==> src/hdl/crl_pkg.sv <==
// Shared types and codes for the CIGAR reference-length block.
// No dependencies; imported by every module of the block.
`default_nettype none

package crl_pkg;

  typedef enum logic [2:0] {
    PH_START,
    PH_STAR,
    PH_SPACE,
    PH_SIGN,
    PH_DIGITS,
    PH_BOUNDARY,
    PH_ERROR
  } phase_e;

  localparam logic [1:0] ST_OK        = 2'd0;
  localparam logic [1:0] ST_MALFORMED = 2'd1;
  localparam logic [1:0] ST_SATURATED = 2'd2;

  // characters with a fixed meaning in a CIGAR string
  localparam logic [7:0] CH_TAB   = 8'd9;   // first of the TAB..CR blank run
  localparam logic [7:0] CH_CR    = 8'd13;  // last of the TAB..CR blank run
  localparam logic [7:0] CH_SPACE = 8'd32;
  localparam logic [7:0] CH_STAR  = 8'd42;
  localparam logic [7:0] CH_PLUS  = 8'd43;
  localparam logic [7:0] CH_MINUS = 8'd45;
  localparam logic [7:0] CH_ZERO  = 8'd48;
  localparam logic [7:0] CH_NINE  = 8'd57;

  // operation characters
  localparam logic [7:0] OP_EQ = 8'd61;  // '='
  localparam logic [7:0] OP_D  = 8'd68;
  localparam logic [7:0] OP_H  = 8'd72;
  localparam logic [7:0] OP_I  = 8'd73;
  localparam logic [7:0] OP_M  = 8'd77;
  localparam logic [7:0] OP_N  = 8'd78;
  localparam logic [7:0] OP_P  = 8'd80;
  localparam logic [7:0] OP_S  = 8'd83;
  localparam logic [7:0] OP_X  = 8'd88;

  typedef struct packed {
    logic [31:0] ref_length;
    logic [1:0]  status;
  } result_t;

endpackage

`default_nettype wire

==> src/hdl/crl_parser.sv <==
// Character parser: phase register, count accumulator and saturating total.
// Depends on crl_pkg.
`default_nettype none

module crl_parser import crl_pkg::*; (
  input  wire logic       clk_i,
  input  wire logic       rst_ni,
  input  wire logic       step_i,      // one character request processed
  input  wire logic [7:0] symbol_i,
  input  wire logic       end_i,
  output logic            res_valid_o,
  output result_t         res_o
);

  phase_e      phase_q, phase_d;
  logic [31:0] mag_q, mag_d;       // up to 2^31
  logic        neg_q, neg_d;
  logic [31:0] total_q, total_d;
  logic        sat_q, sat_d;

  logic        is_space, is_digit, is_sign, consumes;
  logic [34:0] mag_next;
  logic        mag_over;
  logic [32:0] cnt;
  logic        cnt_clamp;
  logic [33:0] sum;
  logic        sum_hi, sum_lo;
  logic [31:0] sum_clamped;

  assign is_space = (symbol_i == CH_SPACE) || (symbol_i >= CH_TAB && symbol_i <= CH_CR);
  assign is_digit = (symbol_i >= CH_ZERO) && (symbol_i <= CH_NINE);
  assign is_sign  = (symbol_i == CH_PLUS) || (symbol_i == CH_MINUS);
  assign consumes = (symbol_i == OP_M) || (symbol_i == OP_D) || (symbol_i == OP_N) ||
                    (symbol_i == OP_EQ) || (symbol_i == OP_X);

  // mag * 10 + digit; a digit's value is its low nibble
  assign mag_next = ({3'b000, mag_q} << 3) + ({3'b000, mag_q} << 1) +
                    {31'd0, symbol_i[3:0]};
  assign mag_over = mag_next > 35'h0_8000_0000;

  // signed count; a positive 2^31 clamps to the max
  always_comb begin
    cnt_clamp = 1'b0;
    if (neg_q) begin
      cnt = 33'd0 - {1'b0, mag_q};
    end else if (mag_q[31]) begin
      cnt       = 33'h0_7FFF_FFFF;
      cnt_clamp = 1'b1;
    end else begin
      cnt = {1'b0, mag_q};
    end
  end

  assign sum    = {{2{total_q[31]}}, total_q} + {cnt[32], cnt};
  assign sum_hi = !sum[33] && (sum[32:31] != 2'b00);
  assign sum_lo = sum[33] && (sum[32:31] != 2'b11);
  always_comb begin
    priority if (sum_hi) begin
      sum_clamped = 32'h7FFF_FFFF;
    end else if (sum_lo) begin
      sum_clamped = 32'h8000_0000;
    end else begin
      sum_clamped = sum[31:0];
    end
  end

  always_comb begin
    phase_d = phase_q;
    mag_d   = mag_q;
    neg_d   = neg_q;
    total_d = total_q;
    sat_d   = sat_q;
    res_o.ref_length = 32'd0;
    res_o.status     = ST_OK;
    unique case (phase_q)
      PH_START:    ;
      PH_STAR:     res_o.ref_length = 32'hFFFF_FFFF;
      PH_BOUNDARY: begin
        res_o.ref_length = total_q;
        res_o.status     = sat_q ? ST_SATURATED : ST_OK;
      end
      default:     res_o.status = ST_MALFORMED;
    endcase

    if (end_i) begin
      phase_d = PH_START;
      mag_d   = 32'd0;
      neg_d   = 1'b0;
      total_d = 32'd0;
      sat_d   = 1'b0;
    end else begin
      unique case (phase_q)
        PH_START, PH_SPACE, PH_BOUNDARY: begin
          priority if (phase_q == PH_START && symbol_i == CH_STAR) begin
            phase_d = PH_STAR;
          end else if (is_space) begin
            phase_d = PH_SPACE;
          end else if (is_digit || is_sign) begin
            neg_d   = (symbol_i == CH_MINUS);
            mag_d   = is_digit ? {28'd0, symbol_i[3:0]} : 32'd0;
            phase_d = is_digit ? PH_DIGITS : PH_SIGN;
          end else begin
            phase_d = PH_ERROR;
          end
        end
        PH_SIGN: begin
          if (is_digit) begin
            mag_d   = {28'd0, symbol_i[3:0]};
            phase_d = PH_DIGITS;
          end else begin
            phase_d = PH_ERROR;
          end
        end
        PH_DIGITS: begin
          if (is_digit) begin
            if (mag_over) begin
              mag_d = 32'h8000_0000;
              sat_d = 1'b1;
            end else begin
              mag_d = mag_next[31:0];
            end
          end else begin
            // any non-digit closes the element as its operation
            if (cnt_clamp) sat_d = 1'b1;
            if (consumes) begin
              total_d = sum_clamped;
              if (sum_hi || sum_lo) sat_d = 1'b1;
            end
            phase_d = PH_BOUNDARY;
          end
        end
        default: phase_d = PH_ERROR;
      endcase
    end
  end

  assign res_valid_o = step_i && end_i;

  always_ff @(posedge clk_i or negedge rst_ni) begin
    if (!rst_ni) begin
      phase_q <= PH_START;
      mag_q   <= 32'd0;
      neg_q   <= 1'b0;
      total_q <= 32'd0;
      sat_q   <= 1'b0;
    end else if (step_i) begin
      phase_q <= phase_d;
      mag_q   <= mag_d;
      neg_q   <= neg_d;
      total_q <= total_d;
      sat_q   <= sat_d;
    end
  end

endmodule

`default_nettype wire

==> src/hdl/crl_out_skid.sv <==
// Result register with a skid entry, decoupling the parser from the sink.
// Depends on crl_pkg.
`default_nettype none

module crl_out_skid import crl_pkg::*; (
  input  wire logic    clk_i,
  input  wire logic    rst_ni,
  input  wire logic    push_i,
  input  result_t      push_data_i,
  output logic         ready_o,
  output logic         valid_o,
  input  wire logic    pop_ready_i,
  output result_t      data_o
);

  logic    main_valid_q, skid_valid_q;
  result_t main_q, skid_q;
  logic    pop;

  assign pop     = main_valid_q && pop_ready_i;
  assign ready_o = !skid_valid_q;
  assign valid_o = main_valid_q;
  assign data_o  = main_q;

  always_ff @(posedge clk_i or negedge rst_ni) begin
    if (!rst_ni) begin
      main_valid_q <= 1'b0;
      skid_valid_q <= 1'b0;
    end else if (push_i) begin
      // skid is empty whenever a push is taken
      if (!main_valid_q || pop) begin
        main_valid_q <= 1'b1;
      end else begin
        skid_valid_q <= 1'b1;
      end
    end else if (pop) begin
      if (skid_valid_q) begin
        skid_valid_q <= 1'b0;
      end else begin
        main_valid_q <= 1'b0;
      end
    end
  end

  always_ff @(posedge clk_i) begin
    if (push_i) begin
      if (!main_valid_q || pop) begin
        main_q <= push_data_i;
      end else begin
        skid_q <= push_data_i;
      end
    end else if (pop && skid_valid_q) begin
      main_q <= skid_q;
    end
  end

endmodule

`default_nettype wire

==> src/hdl/cigar_reference_length.sv <==
// CIGAR reference length: one character per cycle when not stalled, one result per string.
// End-marker path: input register, then the result buffer's main register.
// Throughput: one request per cycle while the result buffer has room, set by the
// parser update (multiply-by-ten add or saturating total add) on the phase registers.
// Reset (async, active low) returns the parser to start of string and empties
// the input register and the result buffer. Depends on crl_pkg, crl_parser, crl_out_skid.
`default_nettype none

module cigar_reference_length import crl_pkg::*; (
  input  wire logic        clk_i,
  input  wire logic        rst_ni,
  // character requests
  input  wire logic        s_axis_tvalid,
  output logic             s_axis_tready,
  input  wire logic [7:0]  s_axis_tdata,   // [7:0] symbol
  input  wire logic        s_axis_tlast,   // end_of_string
  // results
  output logic             m_axis_tvalid,
  input  wire logic        m_axis_tready,
  output logic [31:0]      m_axis_tdata,   // [31:0] ref_length
  output logic [1:0]       m_axis_tuser    // [1:0] status
);

  // input register
  logic       in_valid_q;
  logic [7:0] in_sym_q;
  logic       in_last_q;

  logic       advance;
  logic       buf_ready;
  logic       res_valid;
  result_t    res;
  result_t    out_data;

  // the parser advances whenever the result buffer has room; that holds
  // even while a finished result sits in the main register
  assign advance       = in_valid_q && buf_ready;
  assign s_axis_tready = !in_valid_q || advance;

  always_ff @(posedge clk_i or negedge rst_ni) begin
    if (!rst_ni) begin
      in_valid_q <= 1'b0;
    end else if (s_axis_tready) begin
      in_valid_q <= s_axis_tvalid;
    end
  end

  always_ff @(posedge clk_i) begin
    if (s_axis_tready && s_axis_tvalid) begin
      in_sym_q  <= s_axis_tdata;
      in_last_q <= s_axis_tlast;
    end
  end

  crl_parser u_parser (
    .clk_i       (clk_i),
    .rst_ni      (rst_ni),
    .step_i      (advance),
    .symbol_i    (in_sym_q),
    .end_i       (in_last_q),
    .res_valid_o (res_valid),
    .res_o       (res)
  );

  crl_out_skid u_out (
    .clk_i       (clk_i),
    .rst_ni      (rst_ni),
    .push_i      (res_valid),
    .push_data_i (res),
    .ready_o     (buf_ready),
    .valid_o     (m_axis_tvalid),
    .pop_ready_i (m_axis_tready),
    .data_o      (out_data)
  );

  assign m_axis_tdata = out_data.ref_length;
  assign m_axis_tuser = out_data.status;

endmodule

`default_nettype wire

==> config.mk <==
export PLATFORM = sky130hd
export DESIGN_NAME = cigar_reference_length
export DESIGN_NICKNAME = d
export VERILOG_FILES = /design/src/hdl/crl_pkg.sv /design/src/hdl/crl_parser.sv /design/src/hdl/crl_out_skid.sv /design/src/hdl/cigar_reference_length.sv
export SDC_FILE = /design/constraint.sdc
export NUM_CORES = 1
export LEC_CHECK = 0
export ABC_AREA = 1
export BUFFER_PORTS_ARGS = -buffer_cell sky130_fd_sc_hd__buf_4
export CORE_MARGIN = 2
export CORE_UTILIZATION = 42
export CTS_CLUSTER_SIZE = 12
export DETAILED_ROUTE_END_ITERATION = 10
export HOLD_SLACK_MARGIN = 0.12
export PLACE_DENSITY = 0.63
export SLEW_MARGIN = 20
export SYNTH_ARGS = -nofsm -noshare
export SYNTH_HDL_FRONTEND = slang
export SYNTH_HIERARCHICAL = 1
export SYNTH_SLANG_ARGS = --single-unit
==> constraint.sdc <==
create_clock -name clk_i -period 4.5 [get_ports clk_i]
set_clock_uncertainty 0.1 [all_clocks]
set_input_delay 0.225 -clock clk_i [delete_from_list [all_inputs] [get_ports clk_i]]
set_output_delay 0.225 -clock clk_i [all_outputs]
set_load 0.05 [all_outputs]
**Word level (Yosys, flattened, before mapping)**

Index checks and enable logic that the tools add are counted.

- $add $sub $neg: 4
- Reductions and logical operators: 44
- $lt $le $gt $ge: 5
- Mux-type cells: 52
- Bitwise logic cells: 1
- Equality and inequality tests: 28

Operators with widths:

| cell | number |
|---|---|
| 32-bit 2-to-1 mux | 13 |
| 34-bit 2-to-1 mux | 3 |
| 32-bit one-hot mux with 3 select lines | 1 |
| 32-bit one-hot mux with 2 select lines | 1 |
| 8-bit by 6-bit equality test with 1-bit output, second input constant | 5 |
| 35-bit by 33-bit adder with 35-bit output | 1 |
| 35-bit by 4-bit adder with 35-bit output | 1 |
| 35-bit by 32-bit > comparator with 1-bit output, second input constant | 1 |
| 32-bit by 33-bit adder with 34-bit output | 1 |
| 33-bit 2-to-1 mux | 1 |
| 1-bit by 32-bit subtractor with 33-bit output, first input constant | 1 |
| 8-bit by 7-bit equality test with 1-bit output, second input constant | 4 |
| 31-bit 2-to-1 mux | 1 |
| 1-bit 2-to-1 mux | 21 |
| 3-bit 2-to-1 mux | 6 |
| 2-bit nonzero test | 7 |
| 2-bit inequality test, second input constant | 6 |
| 3-bit inequality test, second input constant | 4 |
| 1-bit logical AND | 10 |
| 1-bit logical OR | 10 |
| 3-bit by 2-bit inequality test with 1-bit output, second input constant | 3 |
| 3-bit one-hot mux with 3 select lines | 1 |
| 8-bit by 4-bit greater-or-equal comparator with 1-bit output, second input constant | 1 |
| 8-bit by 6-bit greater-or-equal comparator with 1-bit output, second input constant | 1 |
| 20 further kinds | 30 |

- Bits of input ports: 13
- Word-level logic and storage cells: 148
- Flip-flop bits (word level): 149

**Longest topological paths before layout**

Gate-level depths: netlist of run 1.

- Word-level depth: 11
- Gate-level depth with buffers: 35
- Depth with buffers taken out: 35

**Modules after synthesis**

Netlist of run 1, hierarchy kept.

By module, submodules not included:

| module | times used | seq. area each (um^2) | area each (um^2) | cells an instance |
|---|---|---|---|---|
| crl_parser | 1 | 1726.7 | 9136.3 | 1488 |
| crl_out_skid | 1 | 2092.0 | 2603.7 | 193 |
| cigar_reference_length | 1 | 295.3 | 322.8 | 17 |

**Worst setup path before layout of run 1**

Ideal clock, no wire load.

- Path type: reg2reg
- From: reg u_parser.mag_q[0]
- To: reg u_parser.total_q[23]
- Stages on the path, launching flop included: 31
- Buffers on the path: 1
- Data arrival time: 3714 ps
- Setup time: 139 ps
- Path slack: 548 ps
- Path through: dfrtp_1 inv_1 ha_1 inv_1 nor3_1 inv_1 nor2_1 nand2_1 nor3_2 nand2_1 nor2_2 nand3_2 nor3_2 nand3_1 nand2_1 o21ai_1 or2_1 ha_1 inv_1 o21bai_1 a21oi_1 nand2_1 a21oi_1 nand3_1 nand2_1 nand2_1 inv_1 nand2_1 nand2_2 buf_2 o221ai_1

- Word-level cells in the longest chain between the ends: 11
- Elaborated cells on any way between the ends: 15
- Classes of those cells: add/sub: 2; eq/ne: 1; mux: 8; reduce/logical: 4

Ends and longest elaborated chain:

| element | RTL line | text |
|---|---|---|
| start, declared | crl_parser.sv:16 | `logic [31:0] mag_q, mag_d;` |
| start signal, assigned | crl_parser.sv:148 | `mag_q <= mag_d;` |
| 1-bit by 32-bit subtractor with 33-bit output or 31-bit 2-to-1 mux (tied branches) | crl_parser.sv:45, crl_parser.sv:46 |  |
| 33-bit 2-to-1 mux * | crl_parser.sv:44 | `if (neg_q) begin` |
| 32-bit by 33-bit adder with 34-bit output * | crl_parser.sv:54 | `assign sum = {{2{total_q[31]}}, total_q} + {cnt[32], cnt};` |
| 2-bit inequality test | crl_parser.sv:56 | `assign sum_lo = sum[33] && (sum[32:31] != 2'b11);` |
| 1-bit logical AND | crl_parser.sv:56 |  |
| 32-bit 2-to-1 mux | crl_parser.sv:60 | `end else if (sum_lo) begin` |
| 32-bit 2-to-1 mux * | crl_parser.sv:58 | `priority if (sum_hi) begin` |
| 32-bit 2-to-1 mux * | crl_parser.sv:125 | `if (consumes) begin` |
| 32-bit 2-to-1 mux * | crl_parser.sv:115 | `if (is_digit) begin` |
| 32-bit 2-to-1 mux * | crl_parser.sv:92 | `unique case (phase_q)` |
| 32-bit 2-to-1 mux * | crl_parser.sv:85 | `if (end_i) begin` |
| end signal, assigned | crl_parser.sv:150 | `total_q <= total_d;` |
| end, declared | crl_parser.sv:18 | `logic [31:0] total_q, total_d;` |

Mark *: on every way between the ends. The rest lies on a longest branch, timed or not. The select of a mux whose other input is x is not followed.
A chain may end at the register's enable or synchronous reset.

**Worst setup path in the final report of run 1**

- From: reg u_parser.mag_q[1]
- To: reg u_parser.total_q[28]

The elaborated chain is that of the path after synthesis.

==> results by group, run 1 <==
Run status
  – Status: complete, no violations

Placed design
  – Pre-CTS WS: -0.0333 ns
  – Detailed Place HPWL: around 26 mm
  – Routability cong.: 0.933
  – Port Buffers: 48
  – Placed Cells: approximately 2100

Synth
  – Synthesized area per cell: slightly above 7 um2
  – Yosys top cell area share: 19.2%
  – Distinct cells, synth: 52
  – Synth async-reset ratio: 48.3%
  – Seq/Total Area, Yosys: 34.1%
  – Mapped Cells: ~1700
  – Mapped Area: ~0.012 mm2
  – Post-synth EDFFs: 77
  – #FFs+latches synth: 149
  – Top cells by area, synth: edfxtp_1, nand2_1, dfrtp_1
  – Synth warn: 6
  – Post-synth net total: about 1800
  – Post-synth top area cell: edfxtp_1
  – Main synth FF type: edfxtp_1

Detailed routing
  – Remaining antenna violation count: 0
  – 1st-iter DRT viols: between 600 and 700
  – Drt drc: 0
  – WL final: 33.7 mm
  – Routed vias: between 10000 and 15000
  – Vias per inst: approximately 5.2
  – Pre-antenna DRT Iters: 6
  – Routed len/inst: between 15 and 20 um

Timing
  – Unrepaired setup endpoints after global routing: yes
  – Fmax achieved: 0.231 GHz
  – Final worst path period need: around 4.3 ns
  – Slew margin rel.: a little under a third
  – Setup TNS: 0 ns
  – Period utilization: roughly 96%
  – Final hold viol count: 0
  – Setup ws final: between 0.15 and 0.2 ns
  – Final setup violation count: 0
  – Worst-Margin Slew: between 1 and 1.5 ns
  – Slew Limit Fails: 0

Global routing
  – Total global-route track usage: between 20% and 30%
  – Vias in the first global route: 11000
  – GRT overflow: 0
  – Wire length of the first global-routing pass: around 55 mm
  – Pin count of the biggest net entering global routing: between 70 and 80
  – Antenna violations before repair: 0

Clocking
  – CTS clk-pin slew, worst paths: 0.07 ns
  – CTS H-tree depth: 4
  – Root Buffer: clkbuf_16
  – CTS tree: built
  – Clock buffer depth: 2
  – CTS Buf Count: 17
  – Clock latency on the worst-skew pair: roughly 0.44 ns
  – Sink Count: 149

Critical path
  – Crit start category: flop
  – CP Class: reg2reg
  – R2r worst-path depth: 30
  – Critical path fanouts, max: 7
  – Worst r2r src: u_parser/mag_q[1]
  – R2r setup slk: about 0.17 ns
  – CP Capture Type: flop
  – Most frequent CP cell: nand2_1
  – Worst path slowest cell: dfrtp_1
  – CP Data Required Time: 4.74 ns
  – Worst Path Arrival: 4.56 ns
  – CP max stage delay: just under 0.4 ns
  – Reg-to-Reg End: u_parser/total_q[28]

Finish
  – Antenna diodes: 0
  – Most frequent cells in the layout: nand2_1, inv_1, nor2_1, ha_1, a21oi_1
  – Most common cell after layout, fill and taps aside: nand2_1
  – Area Overhead vs Synth: 15.7%
  – Fraction of layout cells with a size suffix above 1: roughly an eighth
  – Post-Layout Cell Count: about 2200
  – Nets: about 1900

Floorplanning
  – Height of the die: 173 um
  – Initial Util: a little over two fifths
  – IO Pins: around 50
  – Rows: 62
  – Die ar.: 0.0301 mm2
  – Die width: about 170 um
  – Core area: approximately 0.028 mm2

Power and ir drop
  – Combinational Power Share: approximately 60%
  – Worst vdd ir: ~380 uV
  – Sequential Power Share: between 20% and 30%
  – Clock power share: 16.7%
  – Sw Ratio: around half
  – Leak: 7.12 nW
  – Pwr Density: 640 mW/mm2
  – Internal Power: 4.56 mW
  – Net switching power: between 4 and 5 mW

Job
  – Max Cap Violations: 0

Worst hold path
  – Hold Path Class: in2async
## area by class of cell
class / count / area [um2]
fill: 2817 / 14500
multi-input combinational: 1280 / 7050
sequential: 149 / 4110
inverter: 238 / 898
timing repair buffer: 99 / 826
tap: 384 / 480
clock buffer: 18 / 429
clock inverter: 14 / 168
## logic make-up (layout without fill, tap and decap cells)
group / count (synthesis) / count (layout) / share of synthesized area [%]
simple gates: 873 / 873 / 30.3
buf+inv: 269 / 369 / 9.11
compound gates: 266 / 266 / 12.9
flops: 149 / 149 / 34.1
fa+ha+maj: 101 / 101 / 10.7
xor+xnor: 40 / 40 / 2.90
## power groups by stage
| stage | combinational [mW] | sequential, mW | clock [mW] |
|---|---|---|---|
| detailed placement | 4.81 | 2.08 | 0 |
| global route | 5.94 | 2.10 | 1.57 |
| floorplan | 3.29 | 2.33 | 0 |
| global placement | 4.76 | 2.07 | 0 |
| CTS | 4.84 | 2.05 | 1.51 |
| finish | 5.38 | 2.06 | 1.49 |
## synth_stat cells (4+ instances only)
library cell and n:
o21ai_0 92, nor2_1 146, or2_2 6, nand2_1 563, buf_6 7, o22ai_1 9, nand4_1 20, dfrtp_1 72
nand2_2 10, buf_2 5, o221ai_1 21, nand3b_1 8, a31oi_1 5, inv_1 230, ha_1 98, nand3_2 4
a21oi_1 94, o21bai_1 7, nor3_1 18, o21ai_2 11, edfxtp_1 77, xnor2_1 17, o211ai_1 8, nor2_2 6
o31ai_1 4, xor2_1 23, nand3_1 70, clkbuf_1 14, buf_4 4, nor3_2 4, inv_2 5
## routing by layer
layer	GRT usage (%)	up-vias	share of wire [%]
li1	-	5750	-
met1	29.3	5230	45
met2	39.6	263	49
met3	1.91	51	3.4
met4	7.73	0	2.7
met5	0	-	0
## worst max-delay path: cells and delay by family (launching register included)
family / cells / cell delay, ns
adders and majority gates: 2 / 0.44
and+or+nand+nor: 21 / 2.59
DFF: 1 / 0.39
AOI/OAI and AO/OA: 2 / 0.26
buffers and inverters: 5 / 0.45
## flip-flops by register name, indices dropped and copies added (netlist names), 3 cells and up
name	flops
u_out/data_o	34
u_out/skid_q	34
u_parser/mag_q	32
u_parser/total_q	32
in_sym_q	8
u_parser/phase_q	3
## worst max path at each step
stage          slack (ns)                   end         startpoint  cells past startpoint
5_1_grt             -0.11  u_parser/total_q[28]  u_parser/mag_q[1]                     30
3_5_place_dp        -0.03   u_parser/total_q[5]  u_parser/mag_q[0]                     30
2_1_floorplan        0.55  u_parser/total_q[23]  u_parser/mag_q[0]                     30
6_report             0.17  u_parser/total_q[28]  u_parser/mag_q[1]                     30
4_1_cts              0.02   u_parser/total_q[5]  u_parser/mag_q[0]                     30
3_3_place_gp         0.13   u_parser/total_q[5]  u_parser/mag_q[0]                     30
## metrics by stage
step	hold WS, ns	area, um2	utilization, %	power [mW]
2_1_floorplan	-0.171	12100	-	5.62
3_3_place_gp	0.303	12900	45.4	6.83
3_5_place_dp	0.304	12900	45.4	6.89
4_1_cts	0.392	13600	47.9	8.40
5_1_grt	0.409	14000	49.0	9.61
6_report	0.391	14000	49.0	8.93
## timing repair
| action | 4_1_cts | 5_1_grt |
|---|---|---|
| setup endpoints to repair | 16 | 32 |
| pin swaps | 0 | 27 |
| hold endpoints to repair | 84 | 0 |
| setup buffers | 0 | 9 |
| hold buffers | 12 | 0 |
| gates cloned | 0 | 3 |
| gates resized for setup | 2 | 62 |
Power figures use the tool's default switching activity.
==> run 2: changes to the inputs <==
--- a/config.mk
+++ b/config.mk
@@ -7,12 +7,14 @@
 export LEC_CHECK = 0
 export ABC_AREA = 1
 export BUFFER_PORTS_ARGS = -buffer_cell sky130_fd_sc_hd__buf_4
+export CELL_PAD_IN_SITES_DETAIL_PLACEMENT = 0
+export CELL_PAD_IN_SITES_GLOBAL_PLACEMENT = 1
 export CORE_MARGIN = 2
 export CORE_UTILIZATION = 42
 export CTS_CLUSTER_SIZE = 12
 export DETAILED_ROUTE_END_ITERATION = 10
 export HOLD_SLACK_MARGIN = 0.12
-export PLACE_DENSITY = 0.63
+export PLACE_DENSITY = 0.8
 export SLEW_MARGIN = 20
 export SYNTH_ARGS = -nofsm -noshare
 export SYNTH_HDL_FRONTEND = slang
==> run 2 against run 1 <==
Combinational power is 5.0% lower. Sequential share of layout area is 0.43 points higher. Register-to-register slack better by 0.17 ns. First-iteration DRC count is 9.8% lower. Die area stayed put. Global-route usage is 0.25 points higher. Sequential cell count stayed put. Count of clock-buffer cells in the layout is 2 higher. Critical endpoint is now u_parser/total_q[10]. Largest cell class unchanged. Cell count hardly changed. Highest routed layer unchanged. Non-clock buffer count is 2 lower. Utilization is 0.71 points lower. Clock power is 13% lower.
==> results by group, run 2 (synthesis gave the netlist of run 1 again) <==
Run status
  – Status: complete, no violations

Timing
  – Slew margin rel.: between 30% and 40%
  – Unrepaired setup endpoints after global routing: yes
  – Final hold viol count: 0
  – Final worst path period need: just over 4 ns
  – Worst-Margin Slew: roughly 0.98 ns
  – Hold Slack: roughly 0.38 ns
  – Final setup violation count: 0
  – Fmax achieved: between 0.2 and 0.25 GHz
  – Period utilization: 92.3%
  – Slew Limit Fails: 0

Placed design
  – Routability cong.: about 0.87
  – Port Buffers: 48
  – Detailed Place HPWL: ~27 mm
  – Dpl cell area: approximately 0.013 mm2

Finish
  – Fin area: about 0.014 mm2
  – Most frequent cells in the layout: nand2_1, inv_1, nor2_1, ha_1, a21oi_1
  – Area Overhead vs Synth: 14.1%
  – Most common cell after layout, fill and taps aside: nand2_1
  – Nets: 1897
  – Fraction of layout cells with a size suffix above 1: between 10% and 20%
  – Antenna diodes: 0
  – Filler Cell Count: ~2900
  – Fin util: between 40 and 50%

Critical path
  – CP Capture Type: flop
  – Crit start category: flop
  – CP Data Required Time: 4.68 ns
  – CP Class: reg2reg
  – Critical path fanouts, max: 9
  – Worst Path Arrival: roughly 4.3 ns

Worst hold path
  – Hold Path Class: in2async

Floorplanning
  – Rows: 62
  – Initial Util: 42.4%
  – Die width: 173 um
  – Core area: between 0.02 and 0.03 mm2
  – Die ar.: 0.0301 mm2
  – Height of the die: approximately 170 um
  – IO Pins: roughly 50

Detailed routing
  – Pre-antenna DRT Iters: 6
  – 1st-iter DRT viols: ~600
  – WL final: 33.8 mm
  – Vias per inst: about 5.1
  – Routed vias: around 11000
  – Routed len/inst: between 15 and 20 um
  – Remaining antenna violation count: 0
  – Drt drc: 0

Power and ir drop
  – Pwr Density: 612 mW/mm2
  – Worst vdd ir: 267 uV
  – Leak: 7.09 nW

Clocking
  – Root Buffer: clkbuf_16
  – CTS H-tree depth: 4
  – CTS tree: built
  – Sink Count: 149
  – Clock latency on the worst-skew pair: about 0.43 ns
  – CTS Buf Count: 17
  – Clock buffer depth: 2
  – CTS clk-pin slew, worst paths: approximately 0.07 ns

Global routing
  – Antenna violations before repair: 0
  – GRT overflow: 0
  – Wire length of the first global-routing pass: around 55 mm
  – Pin count of the biggest net entering global routing: 73
  – Total global-route track usage: between 20 and 25%
  – Vias in the first global route: ~11000

Job
  – Max Cap Violations: 0
[run 2: metal layers]
layer | track usage [%] | wire (um) | vias to the layer above
met5 | 0 | 0 | -
met1 | 29.8 | 15500 | 5011
met4 | 7.56 | 746 | 0
met3 | 2.79 | 1080 | 53
met2 | 39.3 | 16500 | 242
li1 | - | - | 5739
[run 2: worst paths after layout]
kind	cells after the start	startpoint	slack [ns]	endpoint
max in group asynchronous	2	rst_ni	3.28	u_parser/total_q[16]
worst max register to register	23	u_parser/mag_q[12]	0.35	u_parser/total_q[10]
min in group clk_i	2	u_out/skid_q[29]	0.41	u_out/data_o[29]
worst max-delay path	23	u_parser/mag_q[12]	0.35	u_parser/total_q[10]
worst min register to register	2	u_out/skid_q[29]	0.41	u_out/data_o[29]
worst min-delay path	2	rst_ni	0.38	u_out/skid_valid_q
[run 2: layout make-up]
cell class	count	area, um2	share of cell area, %
Sequential cell	149	4110	29.9
Multi-Input combinational cell	1280	6940	50.4
Clock buffer	20	447	3.25
Tap cell	384	480	3.49
Timing Repair Buffer	97	801	5.82
Inverter	238	898	6.53
Clock inverter	12	81.3	0.591
[run 2: power breakdown]
part | switching, mW | total (mW) | internal (mW)
Sequential | 0.199 | 2.02 | 1.82
Combinational | 3.35 | 5.11 | 1.76
Clock | 0.576 | 1.29 | 0.717
[run 2: what timing repair did]
| item | CTS | global route |
|---|---|---|
| hold buffers | 12 | 0 |
| buffers inserted | 0 | 6 |
| endpoints found under the setup margin | 0 | 32 |
| hold endpoints to repair | 84 | 0 |
| resized for setup | 0 | 22 |
[run 2: through the flow]
| stage | setup TNS (ns) | cells | setup WS (ns) | total power, mW |
|---|---|---|---|---|
| final | 0 | 2180 | 0.346 | 8.42 |
| after global routing | -0.0132 | 2180 | -0.0132 | 9.16 |
| after CTS | 0 | 2173 | 0.115 | 8.28 |
| after detailed placement | 0 | 2129 | 0.129 | 6.95 |
| after global placement | 0 | 2129 | 0.229 | 6.90 |
| after floorplan | 0 | 1698 | 0.548 | 5.62 |
[run 2: critical path: stages, from the launching register on]
cell and delay [ns]:
dfrtp_1 0.37, buf_4 0.17, nor2_1 0.14, inv_1 0.05
or4_1 0.52, nor4_1 0.37, buf_4 0.20, xor2_1 0.14
a21oi_1 0.10, ha_1 0.35, inv_1 0.09, o21ai_0 0.34
nor2_1 0.09, nand2_1 0.10, a21oi_2 0.05, nand2_1 0.06
nand2_1 0.04, nand2_1 0.07, nand2_1 0.06, nand2_1 0.09
inv_1 0.08, nand2_4 0.12, clkbuf_16 0.17, o221ai_1 0.11
